<file path="src/rtl/first_fit_heap_allocator_assert.svh">
// assertion macros for the first-fit heap allocator
`ifndef FIRST_FIT_HEAP_ALLOCATOR_ASSERT_SVH
`define FIRST_FIT_HEAP_ALLOCATOR_ASSERT_SVH

// same-cycle implication, disabled during reset
`define FFHA_ASSERT_NOW(label, clk, rst_n, ante, cons) \
  label: assert property (@(posedge clk) disable iff (!(rst_n)) (ante) |-> (cons)) \
    else $error("ffha assertion failed");

// next-cycle implication, disabled during reset
`define FFHA_ASSERT_NEXT(label, clk, rst_n, ante, cons) \
  label: assert property (@(posedge clk) disable iff (!(rst_n)) (ante) |=> (cons)) \
    else $error("ffha assertion failed");

`endif

</file>
<file path="src/rtl/ffha_pkg.sv">
// types and constants shared by the first-fit heap allocator
package ffha_pkg;

  localparam int unsigned OFF_W     = 21;
  localparam int unsigned LIMIT_CAP = 1048576;

  localparam logic [2:0] ST_NEW     = 3'd0;
  localparam logic [2:0] ST_REUSED  = 3'd1;
  localparam logic [2:0] ST_FREED   = 3'd2;
  localparam logic [2:0] ST_NO_ROOM = 3'd3;
  localparam logic [2:0] ST_UNKNOWN = 3'd4;

  localparam logic FUNC_ALLOC = 1'b0;
  localparam logic FUNC_FREE  = 1'b1;

  typedef struct packed {
    logic        func;
    logic [20:0] req_bytes;
    logic [31:0] addr;
  } in_t;

  typedef struct packed {
    logic [31:0] address;
    logic [2:0]  status;
  } out_t;

  // request broadcast to every cell
  typedef struct packed {
    logic             func;
    logic [20:0]      req_bytes;
    logic [31:0]      addr;
    logic [31:0]      base;
  } qry_t;

  // search token handed from cell to cell
  typedef struct packed {
    logic             valid;
    logic             done;
    logic [OFF_W-1:0] start;
  } tok_t;

  // append of a new descriptor, taken by the cell whose index equals the count
  typedef struct packed {
    logic             en;
    logic [OFF_W-1:0] start;
    logic [20:0]      size;
  } wr_t;

endpackage

</file>
<file path="src/rtl/ffha_cell.sv">
// one descriptor cell of the search chain
module ffha_cell #(
  parameter int unsigned INDEX = 0,
  parameter int unsigned CNT_W = 7
) (
  input  logic                  clk_i,
  input  logic                  rst_ni,
  input  ffha_pkg::qry_t        qry_i,
  input  logic [CNT_W-1:0]      count_i,
  input  ffha_pkg::wr_t         wr_i,
  input  ffha_pkg::tok_t        tok_i,
  output ffha_pkg::tok_t        tok_o
);
  import ffha_pkg::*;

  localparam logic [CNT_W-1:0] IDX      = CNT_W'(INDEX);
  localparam logic [CNT_W-1:0] IDX_NEXT = CNT_W'(INDEX + 1);

  logic [OFF_W-1:0] start_q;
  logic [20:0]      size_q;
  logic             free_q;
  tok_t             tok_q;

  logic        used;
  logic        not_last;
  logic [31:0] pay_addr;
  logic        match;
  logic        take;
  logic        wr_hit;

  assign used     = IDX < count_i;
  assign not_last = IDX_NEXT < count_i;
  assign pay_addr = qry_i.base + {11'b0, start_q};
  assign wr_hit   = wr_i.en && (count_i == IDX);

  always_comb begin
    if (qry_i.func == FUNC_ALLOC) begin
      match = not_last && free_q && (qry_i.req_bytes < size_q);
    end else begin
      match = used && (pay_addr == qry_i.addr);
    end
  end

  assign take = tok_i.valid && !tok_i.done && match;

  always_ff @(posedge clk_i) begin
    if (wr_hit) begin
      start_q <= wr_i.start;
      size_q  <= wr_i.size;
    end
  end

  always_ff @(posedge clk_i or negedge rst_ni) begin
    if (!rst_ni) begin
      free_q <= 1'b0;
    end else if (wr_hit) begin
      free_q <= 1'b0;
    end else if (take) begin
      // alloc claims the block, free releases it
      free_q <= (qry_i.func == FUNC_FREE);
    end
  end

  always_ff @(posedge clk_i or negedge rst_ni) begin
    if (!rst_ni) begin
      tok_q <= '0;
    end else begin
      tok_q.valid <= tok_i.valid;
      tok_q.done  <= tok_i.done || take;
      tok_q.start <= take ? start_q : tok_i.start;
    end
  end

  assign tok_o = tok_q;

endmodule

</file>
<file path="config.mk">
export PLATFORM = sky130hd
export DESIGN_NAME = ffha_cell
export DESIGN_NICKNAME = d
export VERILOG_FILES = /design/src/rtl/first_fit_heap_allocator_assert.svh /design/src/rtl/ffha_pkg.sv /design/src/rtl/ffha_cell.sv
export SDC_FILE = /design/constraint.sdc
export NUM_CORES = 1
export LEC_CHECK = 0
export ABC_CLOCK_PERIOD_IN_PS = 3960
export BUFFER_PORTS_ARGS = -buffer_cell sky130_fd_sc_hd__buf_2
export CELL_PAD_IN_SITES_DETAIL_PLACEMENT = 1
export CELL_PAD_IN_SITES_GLOBAL_PLACEMENT = 2
export CORE_UTILIZATION = 29
export CTS_BUF_LIST = sky130_fd_sc_hd__clkbuf_16
export DETAILED_ROUTE_END_ITERATION = 10
export PLACE_DENSITY = 0.89
export SKIP_LAST_GASP = 1
export SLEW_MARGIN = 20
export SYNTH_ARGS = -nofsm -noshare
export SYNTH_HDL_FRONTEND = slang
export SYNTH_SLANG_ARGS = --single-unit
</file>
<file path="constraint.sdc">
create_clock -name clk_i -period 3.96 [get_ports clk_i]
set_input_delay 0.396 -clock clk_i [delete_from_list [all_inputs] [get_ports clk_i]]
set_output_delay 0.396 -clock clk_i [all_outputs]
set_load 0.02 [all_outputs]
</file>
After elaboration in Yosys (flattened, before gate mapping)
Index checks and enable logic that the tools add are counted.
Storage, ports and cells
  output and inout port bits: 23
  input port bits: 161
  flip-flop bits (word level): 66
  logic and storage cells: 25
Operators by class
  add/sub/neg operators: 1
  reduce and logical (&&, ||, !) cells: 10
  equality and inequality tests: 1
  magnitude comparators: 3
  multiplexer cells: 4
Operator list (count)
  $add 32x21->32: 1
  $eq 32x32->1: 1
  $lt 21x21->1: 1
  $mux 21: 1
  $lt 1x7->1 const A: 2
  $logic_not 7->1: 1
  $logic_and 1x1->1: 6
  $mux 1: 3
  $reduce_bool 2->1: 1
  $logic_not 1->1: 1
  $logic_or 1x1->1: 1

Logic depth before layout (Yosys ltp)
  word-level depth: 7
  mapped depth: 13
  gate-level depth less buffers: 11

Least setup slack after synthesis
OpenSTA, ideal clock, no wires.
  kind: input-to-reg
  start point: input qry_i[0] in the netlist's numbering
  end point: register tok_q (netlist bit tok_o[11])
  path buffers: 2
  setup slack: 0.628 ns
  stages on the path: 13
  library setup time: 0.131 ns
  arrival time: 3.201 ns
  required time: 3.829 ns
  cell sequence: ha_1 fa_1 a21o_1 a221oi_4 o22a_4 a21oi_1 or3_1 a2111oi_2 and2_0 and4_1 buf_4 buf_6 o211ai_1
On the way
  cells in the longest elaborated chain, start to end: 6
Ends and longest elaborated chain
  start, declared: RTL line ffha_cell.sv:8  | input ffha_pkg::qry_t qry_i,
  $add 32x21->32: RTL line ffha_cell.sv:33  | assign pay_addr = qry_i.base + {11'b0, start_q};
  $eq 32x32->1: RTL line ffha_cell.sv:40  | match = used && (pay_addr == qry_i.addr);
  $logic_and 1x1->1: RTL line ffha_cell.sv:40
  $mux 1: RTL line ffha_cell.sv:37  | if (qry_i.func == FUNC_ALLOC) begin
  $logic_and 1x1->1: RTL line ffha_cell.sv:44  | assign take = tok_i.valid && !tok_i.done && match;
  $mux 21: RTL line ffha_cell.sv:70  | tok_q.start <= take ? start_q : tok_i.start;
  end, declared: RTL line ffha_cell.sv:22  | tok_t tok_q;
No other way between the ends.
A chain may end at the register's enable or synchronous reset.

Final worst setup path
  start point: register start_q[0]
  end point: register tok_q (netlist bit tok_o[19])
On the way
  cells in the longest elaborated chain, start to end: 6
Ends and longest elaborated chain
  start, declared: RTL line ffha_cell.sv:19  | logic [OFF_W-1:0] start_q;
  start signal, assigned: RTL line ffha_cell.sv:48  | start_q <= wr_i.start;
  $add 32x21->32: RTL line ffha_cell.sv:33
  $eq 32x32->1: RTL line ffha_cell.sv:40
  $logic_and 1x1->1: RTL line ffha_cell.sv:40
  $mux 1: RTL line ffha_cell.sv:37
  $logic_and 1x1->1: RTL line ffha_cell.sv:44
  $mux 21: RTL line ffha_cell.sv:70
No other way between the ends.

==> flow_metrics.py <==
metrics = {
    "logic_synthesis": {
        "synth_top_family_by_area": "simple AND/OR/NAND/NOR gates",
        "ys_ff_latch": 66,
        "synth-xor-area-share_pct": 7.80,
        "synth_compound_area_share_pct": 20.3,
        "yosysWarnings": 0,
        "synth-main-ff-cell": "edfxtp_1",
        "muxShareOfSynthArea_pct": 0.194,
        "netlist_area_um2": 5160,
        "synth-edff-count": 42,
        "async_flop_share_pct": 36.4,
        "synth_area_per_cell_um2": 9.01,
        "synthAdderAreaFrac_pct": 10.3,
        "ys_seq_area_share_pct": 36.1,
        "synth.distinct_cells": 60,
        "synth-simple-area-share_pct": 21.1,
        "synthCells": 573,
        "syn_nets": 776,
    },
    "clock_network": {
        "clock_path_buffers": 2,
        "cts_tree": "built",
        "clk_pin_slew_worst_paths_ps": 60,
        "htree_levels": 3,
        "cts_made_buffers": 9,
        "clockRootBuffer": "clkbuf_16",
        "cts_hold_buf": 0,
        "clock-sinks": 66,
        "cts_resized": 0,
        "clk_latency_ps": 330,
        "postCtsSetupBuffers": 0,
    },
    "floorplan": {
        "start_util_pct": 29.8,
        "core_um2": 17400,
        "die_y_um": 135,
        "row_count": 48,
        "io_pins": 184,
        "dieArea_um2": 18300,
        "dieWidth_um": 135,
    },
    "sta": {
        "rsz0062_at_grt": "false",
        "fin_tns_setup_ps": 0,
        "drv_slew": 0,
        "setup_viol": 0,
        "hold_violations": 0,
        "skew_ps": 6.67,
        "min_period_over_period_pct": 92.8,
        "hold_slack_ps": 69.6,
        "fin_ws_ps": 285,
        "max_clock_freq_ghz": 0.272,
        "max_slew_margin_pct": 29.2,
        "fin_crit_ps": 3670,
        "worst_slew_pin_slew_ps": 1060,
    },
    "final_layout": {
        "fin_nets": 954,
        "area_growth_pct": 28.0,
        "num_antenna_cells": 0,
        "drive_above_1_share_pct": 29.2,
        "layout_commonest_cell": "buf_2",
        "layout.cells.non_filler": 981,
        "final_cell_mix": "buf_2, nand2_1, edfxtp_1",
    },
    "worst_hold_path": {
        "hold_path.class": "in -> async",
    },
    "route": {
        "drtPass1Iterations": 4,
        "dr_total_vias": 5160,
        "wl_mm": 18.7,
        "drt_iter0_drc": 250,
        "drc_errors": 0,
        "wl_per_cell_um": 19.1,
        "viasPerCell": 5.26,
        "drtAntennaViolNets": 0,
    },
    "placed_design": {
        "dp_hpwl_mm": 15.4,
        "place_ws_ps": 285,
        "placed_cells_incl_taps": 965,
        "port_buffers": 183,
        "gp_congestion": 0.947,
    },
    "critical_path": {
        "worstSetupStartpointType": "flip-flop",
        "critPathMaxFanout": 23,
        "crit_type": "reg -> reg",
        "ff2ff_path_depth": 12,
        "end_kind": "flip-flop",
        "crit_required_ps": 4160,
        "cp_data_arrival_time_ps": 3870,
    },
    "global_route": {
        "grt_util_all_layers_pct": 20.9,
        "grt_first_pass_wirelength_mm": 29.0,
        "grt_pass1_vias": 5470,
        "antenna_found_initial": 0,
        "grt-ovfl-total": 0,
        "grt_max_degree": 44,
    },
    "pwr": {
        "total_power_uw": 1900,
        "p_per_area_nw_per_um2": 288,
        "power.leakage_uw": 0.00289,
        "ir_drop_mv": 0.208,
    },
    "job": {
        "cap_violations": 0,
    },
    "outcome": {
        "status": "complete, no violations",
    },
}
-- Yosys cell counts (5+ instances only) --
library cell / number / area (um2)
edfxtp_1: 42 / 1260
nand2_1: 71 / 267
o21ai_0: 27 / 135
nor3_1: 14 / 70.1
a21o_1: 9 / 67.6
xor2_1: 15 / 131
xnor2_1: 31 / 272
and3_1: 24 / 150
ha_1: 41 / 513
dfrtp_1: 24 / 601
inv_1: 22 / 82.6
o21a_1: 6 / 45.0
o211ai_1: 25 / 188
buf_2: 6 / 30.0
a2111oi_0: 5 / 43.8
a21oi_1: 32 / 160
nand4_1: 37 / 231
nand3_1: 6 / 30.0
nor4_1: 6 / 37.5
clkbuf_1: 18 / 67.6
nor2_1: 30 / 113
nor2b_1: 9 / 56.3
a31oi_1: 5 / 31.3
-- final timing paths --
path / start / end / slack, ps
min reg2reg: free_q / free_q / 500
max in group asynchronous: rst_ni / tok_o[11] / 3490
min in group clk_i: tok_i[22] / tok_o[22] / 190
max: start_q[0] / tok_o[19] / 290
max reg2reg: start_q[0] / tok_o[19] / 290
min: rst_ni / tok_o[4] / 70
-- cell families after synthesis --
logic type	Yosys count
compound gates	151
flops	66
buf+inv	51
fa+ha+maj	42
simple gates	216
xor+xnor	46
mux	1
-- state kept, by name (all words and copies together) (netlist names) --
signal / flops
tok_o: 23
size_q: 21
start_q: 21
free_q: 1
-- stage by stage --
step | utilization (%) | instance area (um2)
finish | 38.1 | 6610
global placement | 36.6 | 6350
CTS | 38.1 | 6610
global route | 38.1 | 6610
floorplan | - | 5160
detailed placement | 36.6 | 6350
-- power by group --
part / switching (uW) / internal [uW]
sequential: 6.97 / 752
clock: 285 / 415
combinational: 259 / 187
-- per-layer routing --
layer / vias to the layer above / track usage, % / share of wire [%]
met5: - / 0 / 0
met2: 166 / 36.7 / 50
met1: 2453 / 25.1 / 41
met4: 0 / 5.81 / 1.3
li1: 2526 / - / -
met3: 15 / 5.46 / 7.9
-- worst max-delay path: stages (launching register included) --
cell and delay, ps:
edfxtp_1 460, ha_1 260, fa_1 420, a21o_1 210
a221oi_4 270, o22a_4 210, a21oi_1 100, a2111o_1 390
a2111oi_1 350, and4_1 300, and4_1 260, buf_12 180
o211ai_1 120
-- cell type report --
cell class | count | area (um2)
Clock inverter | 7 | 37.5
Sequential cell | 66 | 1860
Tap cell | 225 | 282
Timing Repair Buffer | 196 | 1030
Fill cell | 2074 | 10700
Multi-Input combinational cell | 456 | 3090
Clock buffer | 9 | 225
Inverter | 22 | 82.6
Note: power is estimated with default switching activity, not from simulation.
