## src/rtl/first_fit_heap_allocator_assert.svh

```systemverilog
// assertion macros for the first-fit heap allocator
`ifndef FIRST_FIT_HEAP_ALLOCATOR_ASSERT_SVH
`define FIRST_FIT_HEAP_ALLOCATOR_ASSERT_SVH

// same-cycle implication, disabled during reset
`define FFHA_ASSERT_NOW(label, clk, rst_n, ante, cons) \
  label: assert property (@(posedge clk) disable iff (!(rst_n)) (ante) |-> (cons)) \
    else $error("ffha assertion failed");

// next-cycle implication, disabled during reset
`define FFHA_ASSERT_NEXT(label, clk, rst_n, ante, cons) \
  label: assert property (@(posedge clk) disable iff (!(rst_n)) (ante) |=> (cons)) \
    else $error("ffha assertion failed");

`endif

```

## src/rtl/ffha_pkg.sv

```systemverilog
// types and constants shared by the first-fit heap allocator
package ffha_pkg;

  localparam int unsigned OFF_W     = 21;
  localparam int unsigned LIMIT_CAP = 1048576;

  localparam logic [2:0] ST_NEW     = 3'd0;
  localparam logic [2:0] ST_REUSED  = 3'd1;
  localparam logic [2:0] ST_FREED   = 3'd2;
  localparam logic [2:0] ST_NO_ROOM = 3'd3;
  localparam logic [2:0] ST_UNKNOWN = 3'd4;

  localparam logic FUNC_ALLOC = 1'b0;
  localparam logic FUNC_FREE  = 1'b1;

  typedef struct packed {
    logic        func;
    logic [20:0] req_bytes;
    logic [31:0] addr;
  } in_t;

  typedef struct packed {
    logic [31:0] address;
    logic [2:0]  status;
  } out_t;

  // request broadcast to every cell
  typedef struct packed {
    logic             func;
    logic [20:0]      req_bytes;
    logic [31:0]      addr;
    logic [31:0]      base;
  } qry_t;

  // search token handed from cell to cell
  typedef struct packed {
    logic             valid;
    logic             done;
    logic [OFF_W-1:0] start;
  } tok_t;

  // append of a new descriptor, taken by the cell whose index equals the count
  typedef struct packed {
    logic             en;
    logic [OFF_W-1:0] start;
    logic [20:0]      size;
  } wr_t;

endpackage

```

## src/rtl/ffha_cfg.sv

```systemverilog
// configuration registers behind the APB-style port
module ffha_cfg (
  input  logic        clk_i,
  input  logic        rst_ni,
  input  logic        psel,
  input  logic        penable,
  input  logic        pwrite,
  input  logic [2:0]  paddr,
  input  logic [31:0] pwdata,
  output logic [31:0] prdata,
  output logic        pready,
  output logic [31:0] base_o,
  output logic [20:0] limit_o
);
  import ffha_pkg::*;

  localparam logic REG_BASE  = 1'b0;
  localparam logic REG_LIMIT = 1'b1;

  logic [31:0] base_q;
  logic [20:0] limit_q;
  logic        wr_en;

  assign pready = 1'b1;
  assign wr_en  = psel && penable && pwrite;

  always_ff @(posedge clk_i or negedge rst_ni) begin
    if (!rst_ni) begin
      base_q  <= '0;
      limit_q <= OFF_W'(LIMIT_CAP);
    end else if (wr_en) begin
      unique case (paddr[2])
        REG_BASE:  base_q  <= pwdata;
        REG_LIMIT: limit_q <= pwdata[20:0];
        default:   base_q  <= base_q;
      endcase
    end
  end

  always_comb begin
    unique case (paddr[2])
      REG_BASE:  prdata = base_q;
      REG_LIMIT: prdata = {11'b0, limit_q};
      default:   prdata = '0;
    endcase
  end

  assign base_o  = base_q;
  assign limit_o = limit_q;

endmodule

```

## config.mk

```make
export PLATFORM = sky130hd
export DESIGN_NAME = ffha_cfg
export DESIGN_NICKNAME = d
export VERILOG_FILES = /design/src/rtl/first_fit_heap_allocator_assert.svh /design/src/rtl/ffha_pkg.sv /design/src/rtl/ffha_cfg.sv
export SDC_FILE = /design/constraint.sdc
export NUM_CORES = 1
export LEC_CHECK = 0
export BUFFER_PORTS_ARGS = -buffer_cell sky130_fd_sc_hd__buf_2
export CAP_MARGIN = 0
export CELL_PAD_IN_SITES_DETAIL_PLACEMENT = 1
export CELL_PAD_IN_SITES_GLOBAL_PLACEMENT = 1
export CORE_ASPECT_RATIO = 0.5
export CORE_MARGIN = 2
export CORE_UTILIZATION = 35
export CTS_CLUSTER_SIZE = 20
export DETAILED_ROUTE_END_ITERATION = 16
export HOLD_SLACK_MARGIN = 0.06
export PLACE_DENSITY_LB_ADDON = 0.1
export SYNTH_ARGS = -nofsm -noshare
export SYNTH_HDL_FRONTEND = slang
export SYNTH_SLANG_ARGS = --single-unit
```

## constraint.sdc

```tcl
create_clock -name clk_i -period 2.3 [get_ports clk_i]
set_clock_uncertainty 0.05 [all_clocks]
set_input_delay 0.69 -clock clk_i [delete_from_list [all_inputs] [get_ports clk_i]]
set_output_delay 0.69 -clock clk_i [all_outputs]
set_load 0.1 [all_outputs]
```

Word-level counts from Yosys, hierarchy flattened
Index checks and enable logic that the tools add are counted.
{"block": "totals", "regBits": 53}
{"block": "op_classes", "mux": 1, "bitwise": 1, "n_reduce_logical": 4}
{"cell": "$pmux W32 S2", "n": 1}
{"cell": "$reduce_and A2 Y1", "n": 2}
{"cell": "$logic_and A1 B1 Y1", "n": 2}
{"cell": "$not A1 Y1", "n": 1}

Logic depth before layout (Yosys ltp)
Gate-level depths: netlist (run 1).
{"block": "logic_depth", "word_depth": 3, "depth_mapped": 4, "depth_no_buf": 2}

Worst setup path after synthesis (run 1)
Ideal clock, no wire load.
{"block": "synth_path", "path_type": "in2out", "startpoint": "in paddr[2]", "endpoint": "out prdata[21]", "t_arrival_ns": 2.373, "required_ns": 1.560, "path_slack_ns": -0.813, "cell_stages": 3, "path_buffers": 2, "cell_sequence": "buf_2 > clkbuf_1 > nor2b_1"}
{"block": "synth_via", "elab_chain_cells": 2}
{"element": "start: declaration", "line_no": "ffha_cfg.sv:8", "rtl": "input logic [2:0] paddr,"}
{"element": "$not A1 Y1 (no line)"}
{"element": "$pmux W32 S2 (*)", "line_no": "ffha_cfg.sv:41", "rtl": "unique case (paddr[2])"}
{"element": "end: declaration", "line_no": "ffha_cfg.sv:10", "rtl": "output logic [31:0] prdata,"}
Mark *: on every way between the ends. The rest lies on a longest branch, timed or not.

Final worst setup path (run 1)
{"block": "layout_path", "startpoint": "in paddr[2]", "endpoint": "out prdata[14]"}
Same word-level chain as after synthesis.

==> metrics.txt, run 1 <==
status=finished, final reports clean; DRC violations left=0; commonest non-fill, non-tap cells in the layout=buf_2 (89), dfrtp_1 (47), mux2_2 (41); type of origin of the critical path=input port; TritonCTS Sinks=53; Syn Nets=approximately 190; Data arrival, critical path=about 1500 ps; final WL=about 6600 um; Die X=122 um; number of setup violations in the final report=0; Top Ports=around 130; fin area=between 4000 and 5000 um2; hold_buf cts=0; clock tree buffer depth=2; Worst slew margin=approximately 64%; TritonCTS clock tree=built; Critical Path RT=1560 ps; First-pass DRT Iterations=2; class of the worst hold path=in2async; Yosys reg bits=53; total power=a little under 6 mW; VDD IR max=around 0.75 mV; GRT Util Overall=roughly 17%; largest net degree at the start of global routing=26; post-synthesis sequential area ratio=roughly 54%; post-route clock period utilization=a little over nine tenths; worst-margin pin slew=544 ps; min cycle time layout=between 2000 and 2500 ps; ANT cells=0; Clk Latency, worst-skew pair=280 ps; Clk pin slew, worst setup/hold paths=roughly 60 ps; layout cell share with drive strength beyond 1=between 80% and 90%; Die Ht=~63 um; final hold slack=about 330 ps; detailed-route vias per instance=between 4 and 5; total of max-cap violations=0; Fin Setup TNS=0 ps; initial antenna violation count=0; Gate Count Post-Synth=approximately 150; most common cell after layout, fill and taps aside=buf_2; hpwl dp=4760 um; Setup WS post-layout=29.6 ps; Ys Warns=0; Leakage=between 2 and 2.5 nW; max-slew violations=0; CTS buffer count=5; via count=roughly 1800; Port Buffers=around 120; synthesized area per cell=16.2 um2; placed cell areas=3830 um2; Rows=21; P per Cell Area=~1500 nW/um2; drt first-iter violations=22; max frequency=440 MHz; CTS root buf=clkbuf_16; CP Class=in2out; non-filler cells, final=about 370; P&R area growth vs syn=65.1%; antenna viol nets, final=0; fin nets=320; Post-Syn Area=around 2400 um2; Placer Congestion=a little under 0.7; first-pass GRT wire length=10200 um; placed cells=around 360; unrepaired setup endpoints after global routing=no; final core occ=60.0%; grt ovf=0; Hold Violations, Final=0; Initial Utilization=36.4%; Worst Setup End Kind=output port; die area=7710 um2; H-Tree Depth=2; DR WL/cell=between 15 and 20 um; pre-CTS WS=-6.18 ps; vias in the first global route=slightly below 2000; Core ar.=a little under 7000 um2; Distinct cells, synth=12; CP Max Fanout=7
worst max-delay path, cell delays in order:
cell and delay [ps]:
buf_4 140, clkbuf_16 170, mux2_2 360, buf_12 170
synthesized netlist by cell type:
master    count  area share [%]
conb_1        1            0.15
buf_2         5             1.0
mux2_2       44              20
buf_6         3             1.4
dfstp_2       1             1.1
nand4_1       1            0.26
nand4b_4      1            0.97
dfrtp_1      52              53
mux2_4       30              18
nor2b_1      11             2.8
clkbuf_1      1            0.15
buf_4         1            0.31
kinds of logic (layout without fill, tap and decap cells):
family                 Yosys count  in the layout  synth area share (%)
buffers and inverters           10            140                  2.86
muxes                           74             74                  38.7
and+or+nand+nor                 13             13                  4.04
DFF                             53             53                  54.3
other                            1              1                 0.153
path summary, 6_finish.rpt:
path	from	end	slack, ps	cells after the start
min in group clk_i	limit_o[5]$_DFFE_PN0P_	limit_o[5]$_DFFE_PN0P_	480	1
hold / removal	rst_ni	limit_o[18]$_DFFE_PN0P_	330	1
setup reg to reg	limit_o[19]$_DFFE_PN0P_	limit_o[19]$_DFFE_PN0P_	1450	1
hold reg to reg	limit_o[5]$_DFFE_PN0P_	limit_o[5]$_DFFE_PN0P_	480	1
max in group asynchronous	rst_ni	limit_o[20]$_DFFE_PN1P_	1270	2
setup / recovery	paddr[2]	prdata[14]	30	4
sequential cells by signal, summed over array words and instances, names as in the netlist:
register  flops
base_o       32
limit_o      21
power breakdown:
group / internal (mW) / switching, mW / total (mW)
combinational: 0.982 / 2.79 / 3.78
sequential: 1.15 / 0.164 / 1.31
clock: 0.544 / 0.317 / 0.861
total: 2.67 / 3.28 / 5.95
area by class of cell:
cell class | count | area, um2
Clock buffer | 7 | 143
Clock inverter | 1 | 30.0
Fill cell | 677 | 2690
Multi-Input combinational cell | 88 | 1140
Sequential cell | 53 | 1330
Tap cell | 92 | 115
Timing Repair Buffer | 132 | 1270
routing by layer:
metal,wire [um],track usage (%),vias up
met1,2610,20.5,907
li1,-,-,785
met4,29,3.45,0
met2,3490,31.3,60
met5,0,0,-
met3,431,5.53,4
repair_timing:
item / 4_1_cts / 5_1_grt
gates cloned: 0 / 1
gates resized for setup: 1 / 2
setup endpoints to repair: 1 / 9
setup buffers: 1 / 0
Power figures use the tool's default switching activity.
==> run 2: changes to the inputs <==
CORE_UTILIZATION = 38   (was 35)
TNS_END_PERCENT = 10   (was unset)
clock period = 2.7 ns   (was 2.3 ns; I/O delays follow)
==> metrics.txt, run 2 (same netlist as run 1, synthesis figures left out) <==
status=finished, final reports clean; Die Ht=60.7 um (-3.8%); max reg flops=32 (unchanged); max frequency=approximately 390 MHz; Hold Violations, Final=0 (unchanged); most common cell after layout, fill and taps aside=buf_2; largest net degree at the start of global routing=29 (+12%); clock tree buffer depth=2 (unchanged); detailed-route vias per instance=4.71 (about the same); antenna viol nets, final=0 (unchanged); initial antenna violation count=0 (unchanged); ANT cells=0 (unchanged); Die X=117 um (-3.9%); class of the worst hold path=reg2reg; DRC violations left=0 (unchanged); Core ar.=6160 um2 (-8.5%); Data arrival, critical path=1700 ps (+170 ps); number of setup violations in the final report=0 (unchanged); post-route clock period utilization=~95%; via count=1728 (-1.6%); TritonCTS clock tree=built; Clk pin slew, worst setup/hold paths=70 ps (about the same); final core occ=62.5% (+2.5 points); First-pass DRT Iterations=4 (+2); Placer Congestion=0.680 (-0.92%); Critical Path RT=1840 ps (+280 ps); TritonCTS Sinks=53 (unchanged); CTS buffer count=5 (unchanged); Worst Setup End Kind=output port; H-Tree Depth=2 (unchanged); total of max-cap violations=0 (unchanged); unrepaired setup endpoints after global routing=no; worst-margin pin slew=630 ps (+86.7 ps); hpwl dp=4900 um (+2.9%); Port Buffers=122 (unchanged); grt ovf=0 (unchanged); # resized after CTS=0 (-1); commonest non-fill, non-tap cells in the layout=buf_2 (90), dfrtp_1 (52), mux2_2 (44); CTS root buf=clkbuf_16; DR WL/cell=17.6 um (about the same); final WL=6450 um (-1.7%); Leakage=1.93 nW (-5.2%); Worst slew margin=58.0% (-5.8 points); total power=4.91 mW (-17%); GRT Util Overall=18.8% (+1.4 points); CP Max Fanout=10 (+3); Clk Latency, worst-skew pair=280 ps (about the same); first-pass GRT wire length=10300 um (+0.61%); r2r setup slk=1850 ps (+400 ps); fin nets=318 (-0.63%); Initial Utilization=39.7% (+3.4 points); type of origin of the critical path=input port; max-slew violations=0 (unchanged); min cycle time layout=2560 ps; Rows=20 (-4.8%); vias in the first global route=1922 (-0.36%); VDD IR max=0.584 mV (-22%); CP Class=in2out; die area=7130 um2 (-7.5%); P per Cell Area=1280 nW/um2 (-13%); hold_buf cts=0 (unchanged); post-CTS setup buffers=0 (-1); drt first-iter violations=44 (+100%); Top Ports=126 (unchanged); fillers=628 (-7.2%); P&R area growth vs syn=57.2%; layout cell share with drive strength beyond 1=80.3% (-1.9 points)
[run 2: metal layers]
layer	part of all wire, %	global-route usage [%]
met1	41	21.7
met2	53	36.3
met3	5.4	4.98
met4	0.99	4.82
met5	0	0
[run 2: cell type report]
cell class	instances	area, um2	share of cell area, %
clock buffers	6	129	3.35
clock inverters	2	15.0	0.390
multi-input cells	88	1080	28.0
flip-flops and latches	53	1330	34.5
well taps	88	110	2.86
repair buffers	130	1190	30.9
[run 2: stage by stage]
stage / setup TNS (ps) / hold WS [ps] / cells / area [um2] / worst slack, ps
4_1_cts: 0 / 478 / 367 / 3850 / 138
2_1_floorplan: -2460 / 464 / 151 / 2470 / -235
3_3_place_gp: 0 / 453 / 359 / 3700 / 181
3_5_place_dp: 0 / 459 / 359 / 3700 / 142
5_1_grt: 0 / 487 / 367 / 3850 / 112
6_report: 0 / 475 / 367 / 3850 / 142
[run 2: power by group]
group	internal (mW)	switching (mW)	total, mW	leakage [nW]
sequential	0.973	0.136	1.11	0.635
combinational	0.799	2.37	3.17	1.23
clock	0.344	0.284	0.628	0.0631
[run 2: worst paths after layout]
path	from	endpoint	cells past startpoint
max	paddr[2]	prdata[20]	4
min	base_o[22]$_DFFE_PN0P_	base_o[22]$_DFFE_PN0P_	1
max reg2reg	base_o[6]$_DFFE_PN0P_	base_o[6]$_DFFE_PN0P_	1
min reg2reg	base_o[22]$_DFFE_PN0P_	base_o[22]$_DFFE_PN0P_	1
max in group asynchronous	rst_ni	limit_o[20]$_DFFE_PN1P_	2
min in group asynchronous	rst_ni	base_o[31]$_DFFE_PN0P_	1
[run 2: critical path, stage by stage]
cell    delay [ps]
buf_2          120
buf_4          200
mux2_2         390
buf_12         170
==> run 3: changes to the inputs <==
ABC_AREA = 1   (was unset)
CAP_MARGIN = 25   (was 0)
CORE_UTILIZATION = 33   (was 38)
==> metrics.txt, run 3 <==
status=finished, final reports clean; Post-synth ARST share=100% (unchanged); total of max-cap violations=0 (unchanged); Data arrival, critical path=1650 ps (-50 ps); non-filler cells, final=542 (+48%); antenna viol nets, final=0 (unchanged); Worst slew margin=58.3% (+0.37 points); most common cell in the netlist=nand2_1; P&R area growth vs syn=55.8%; CP peak stage delay=310 ps (-80 ps); final hold slack=437 ps (-37.6 ps); VDD IR max=0.596 mV (+1.9%); hold_buf cts=0 (unchanged); Worst Setup End Kind=output port; worst-margin pin slew=625 ps (-5.49 ps); Clk Latency, worst-skew pair=280 ps (about the same); Critical Path RT=1840 ps (about the same); initial antenna violation count=0 (unchanged); Top Ports=126 (unchanged); Most used DFF post-synth=dfrtp_1; min cycle time layout=2510 ps (-45.5 ps); unrepaired setup endpoints after global routing=no; detailed-route vias per instance=4.73 (+0.35%); post-route clock period utilization=93.1% (-1.7 points); max-slew violations=0 (unchanged); CTS root buf=clkbuf_16; commonest non-fill, non-tap cells in the layout=nand2_1 (170), buf_2 (90), nand3_1 (53); Die X=127 um (+8.0%); first-pass GRT wire length=13300 um (+30%); fin nets=485 (+53%); chain of cells forming the critical path=buf_2 > buf_4 > nand2_1 > nand2_1 > buf_12; Slowest cell on crit path=buf_4; First-pass DRT Iterations=4 (unchanged); Gate Count Post-Synth=326 (+120%); # resized after CTS=0 (unchanged); Placer Congestion=0.727 (+7.0%); TritonCTS clock tree=built; synthesized area per cell=7.64 um2 (-53%); class of the worst hold path=reg2reg; Clk pin slew, worst setup/hold paths=70 ps (about the same); Yosys reg bits=53 (unchanged); final WL=7930 um (+23%); clock tree buffer depth=2 (unchanged); Rows=22 (+10%); via count=2561 (+48%); r2r setup slk=1920 ps (+70 ps); TritonCTS Sinks=53 (unchanged); Die Ht=65.4 um (+7.7%); Distinct cells, synth=16 (+4); largest net degree at the start of global routing=38 (+31%); H-Tree Depth=2 (unchanged); Initial Utilization=34.0% (-5.7 points); Syn Nets=366 (+92%); drt first-iter violations=90 (+100%); Ys Warns=0 (unchanged); max reg flops=32 (unchanged); CTS buffer count=5 (unchanged); post-CTS setup buffers=0 (unchanged); Hold Violations, Final=0 (unchanged); most common cell after layout, fill and taps aside=nand2_1; placed cells=534 (+49%); Min-Delay Path Depth=2 (+1); vias in the first global route=2714 (+41%); DR WL/cell=14.6 um (-17%); Synth top area share=52.2% (-0.96 points); type of origin of the critical path=input port; hpwl dp=5930 um (+21%); Leakage=2.18 nW (+13%); layout cell share with drive strength beyond 1=35.2% (-45 points); die area=8300 um2 (+16%); max frequency=398 MHz (+1.8%); GRT Util Overall=20.3% (+1.5 points); CP Max Fanout=21 (+11); FF-to-FF path depth=2 (+1); Post-Syn Area=2490 um2 (+1.8%); CP Class=in2out; number of setup violations in the final report=0 (unchanged); top post-synthesis cells by area=dfrtp_1 (52%), nand2_1 (26%), nand3_1 (11%); DRC violations left=0 (unchanged); CP dominant cell by count=nand2_1; number of synthesized flops with an enable pin=0 (unchanged); grt ovf=0 (unchanged); Port Buffers=122 (unchanged); ANT cells=0 (unchanged); post-synthesis sequential area ratio=53.3% (-0.98 points); P per Cell Area=1120 nW/um2 (-12%); Synth top cells by count=nand2_1 (170), nand3_1 (53), dfrtp_1 (52), inv_1 (11), nor2_1 (11); Core ar.=7320 um2 (+19%); final core occ=53.0% (-9.5 points); Yosys top cell by area=dfrtp_1
==> run 3: path summary, 6_finish.rpt <==
| path | startpoint | endpoint |
|---|---|---|
| min | limit_o[20]$_DFFE_PN1P_ | limit_o[20]$_DFFE_PN1P_ |
| max in group asynchronous | rst_ni | base_o[12]$_DFFE_PN0P_ |
| max reg2reg | limit_o[20]$_DFFE_PN1P_ | limit_o[20]$_DFFE_PN1P_ |
| max | paddr[2] | prdata[19] |
| min in group asynchronous | rst_ni | base_o[28]$_DFFE_PN0P_ |
| min reg2reg | limit_o[20]$_DFFE_PN1P_ | limit_o[20]$_DFFE_PN1P_ |
==> run 3: power breakdown <==
part | internal, mW | switching, mW
registers | 0.946 | 0.124
clock network | 0.463 | 0.273
logic | 0.515 | 2.03
total | 1.92 | 2.42
==> run 3: metrics by stage <==
step	cell area (um2)	worst slack [ps]	setup TNS (ps)	total power [mW]
after floorplan	2520	-261	-6260	2.98
after global routing	3880	129	0	4.51
after detailed placement	3710	191	0	3.64
after CTS	3880	183	0	4.38
after global placement	3710	219	0	3.60
final	3880	187	0	4.35
==> run 3: critical path: cells and delay by family <==
| kind | cells | cell delay (ps) |
|---|---|---|
| buf+inv | 3 | 610 |
| simple gates | 2 | 210 |
==> run 3: layout make-up <==
cell class | count | area [um2]
fillers | 924 | 3440
flip-flops and latches | 53 | 1330
repair buffers | 134 | 1210
multi-input cells | 238 | 1010
clock buffers | 7 | 143
well taps | 96 | 120
inverters | 13 | 48.8
clock inverters | 1 | 30.0
==> run 3: logic make-up after synthesis <==
logic type             after synthesis  synth area share, %
AND/OR/NAND/NOR                    237                 39.1
other                                1                0.151
flip-flops                          53                 53.3
buffers and inverters               35                 7.43
==> run 3: metal layers <==
| layer | share of wire (%) | up-vias | global-route usage, % |
|---|---|---|---|
| li1 | - | 1245 | - |
| met2 | 50 | 64 | 38.5 |
| met1 | 45 | 1248 | 24.2 |
| met5 | 0 | - | 0 |
| met3 | 5.3 | 4 | 4.72 |
| met4 | 0.43 | 0 | 2.88 |
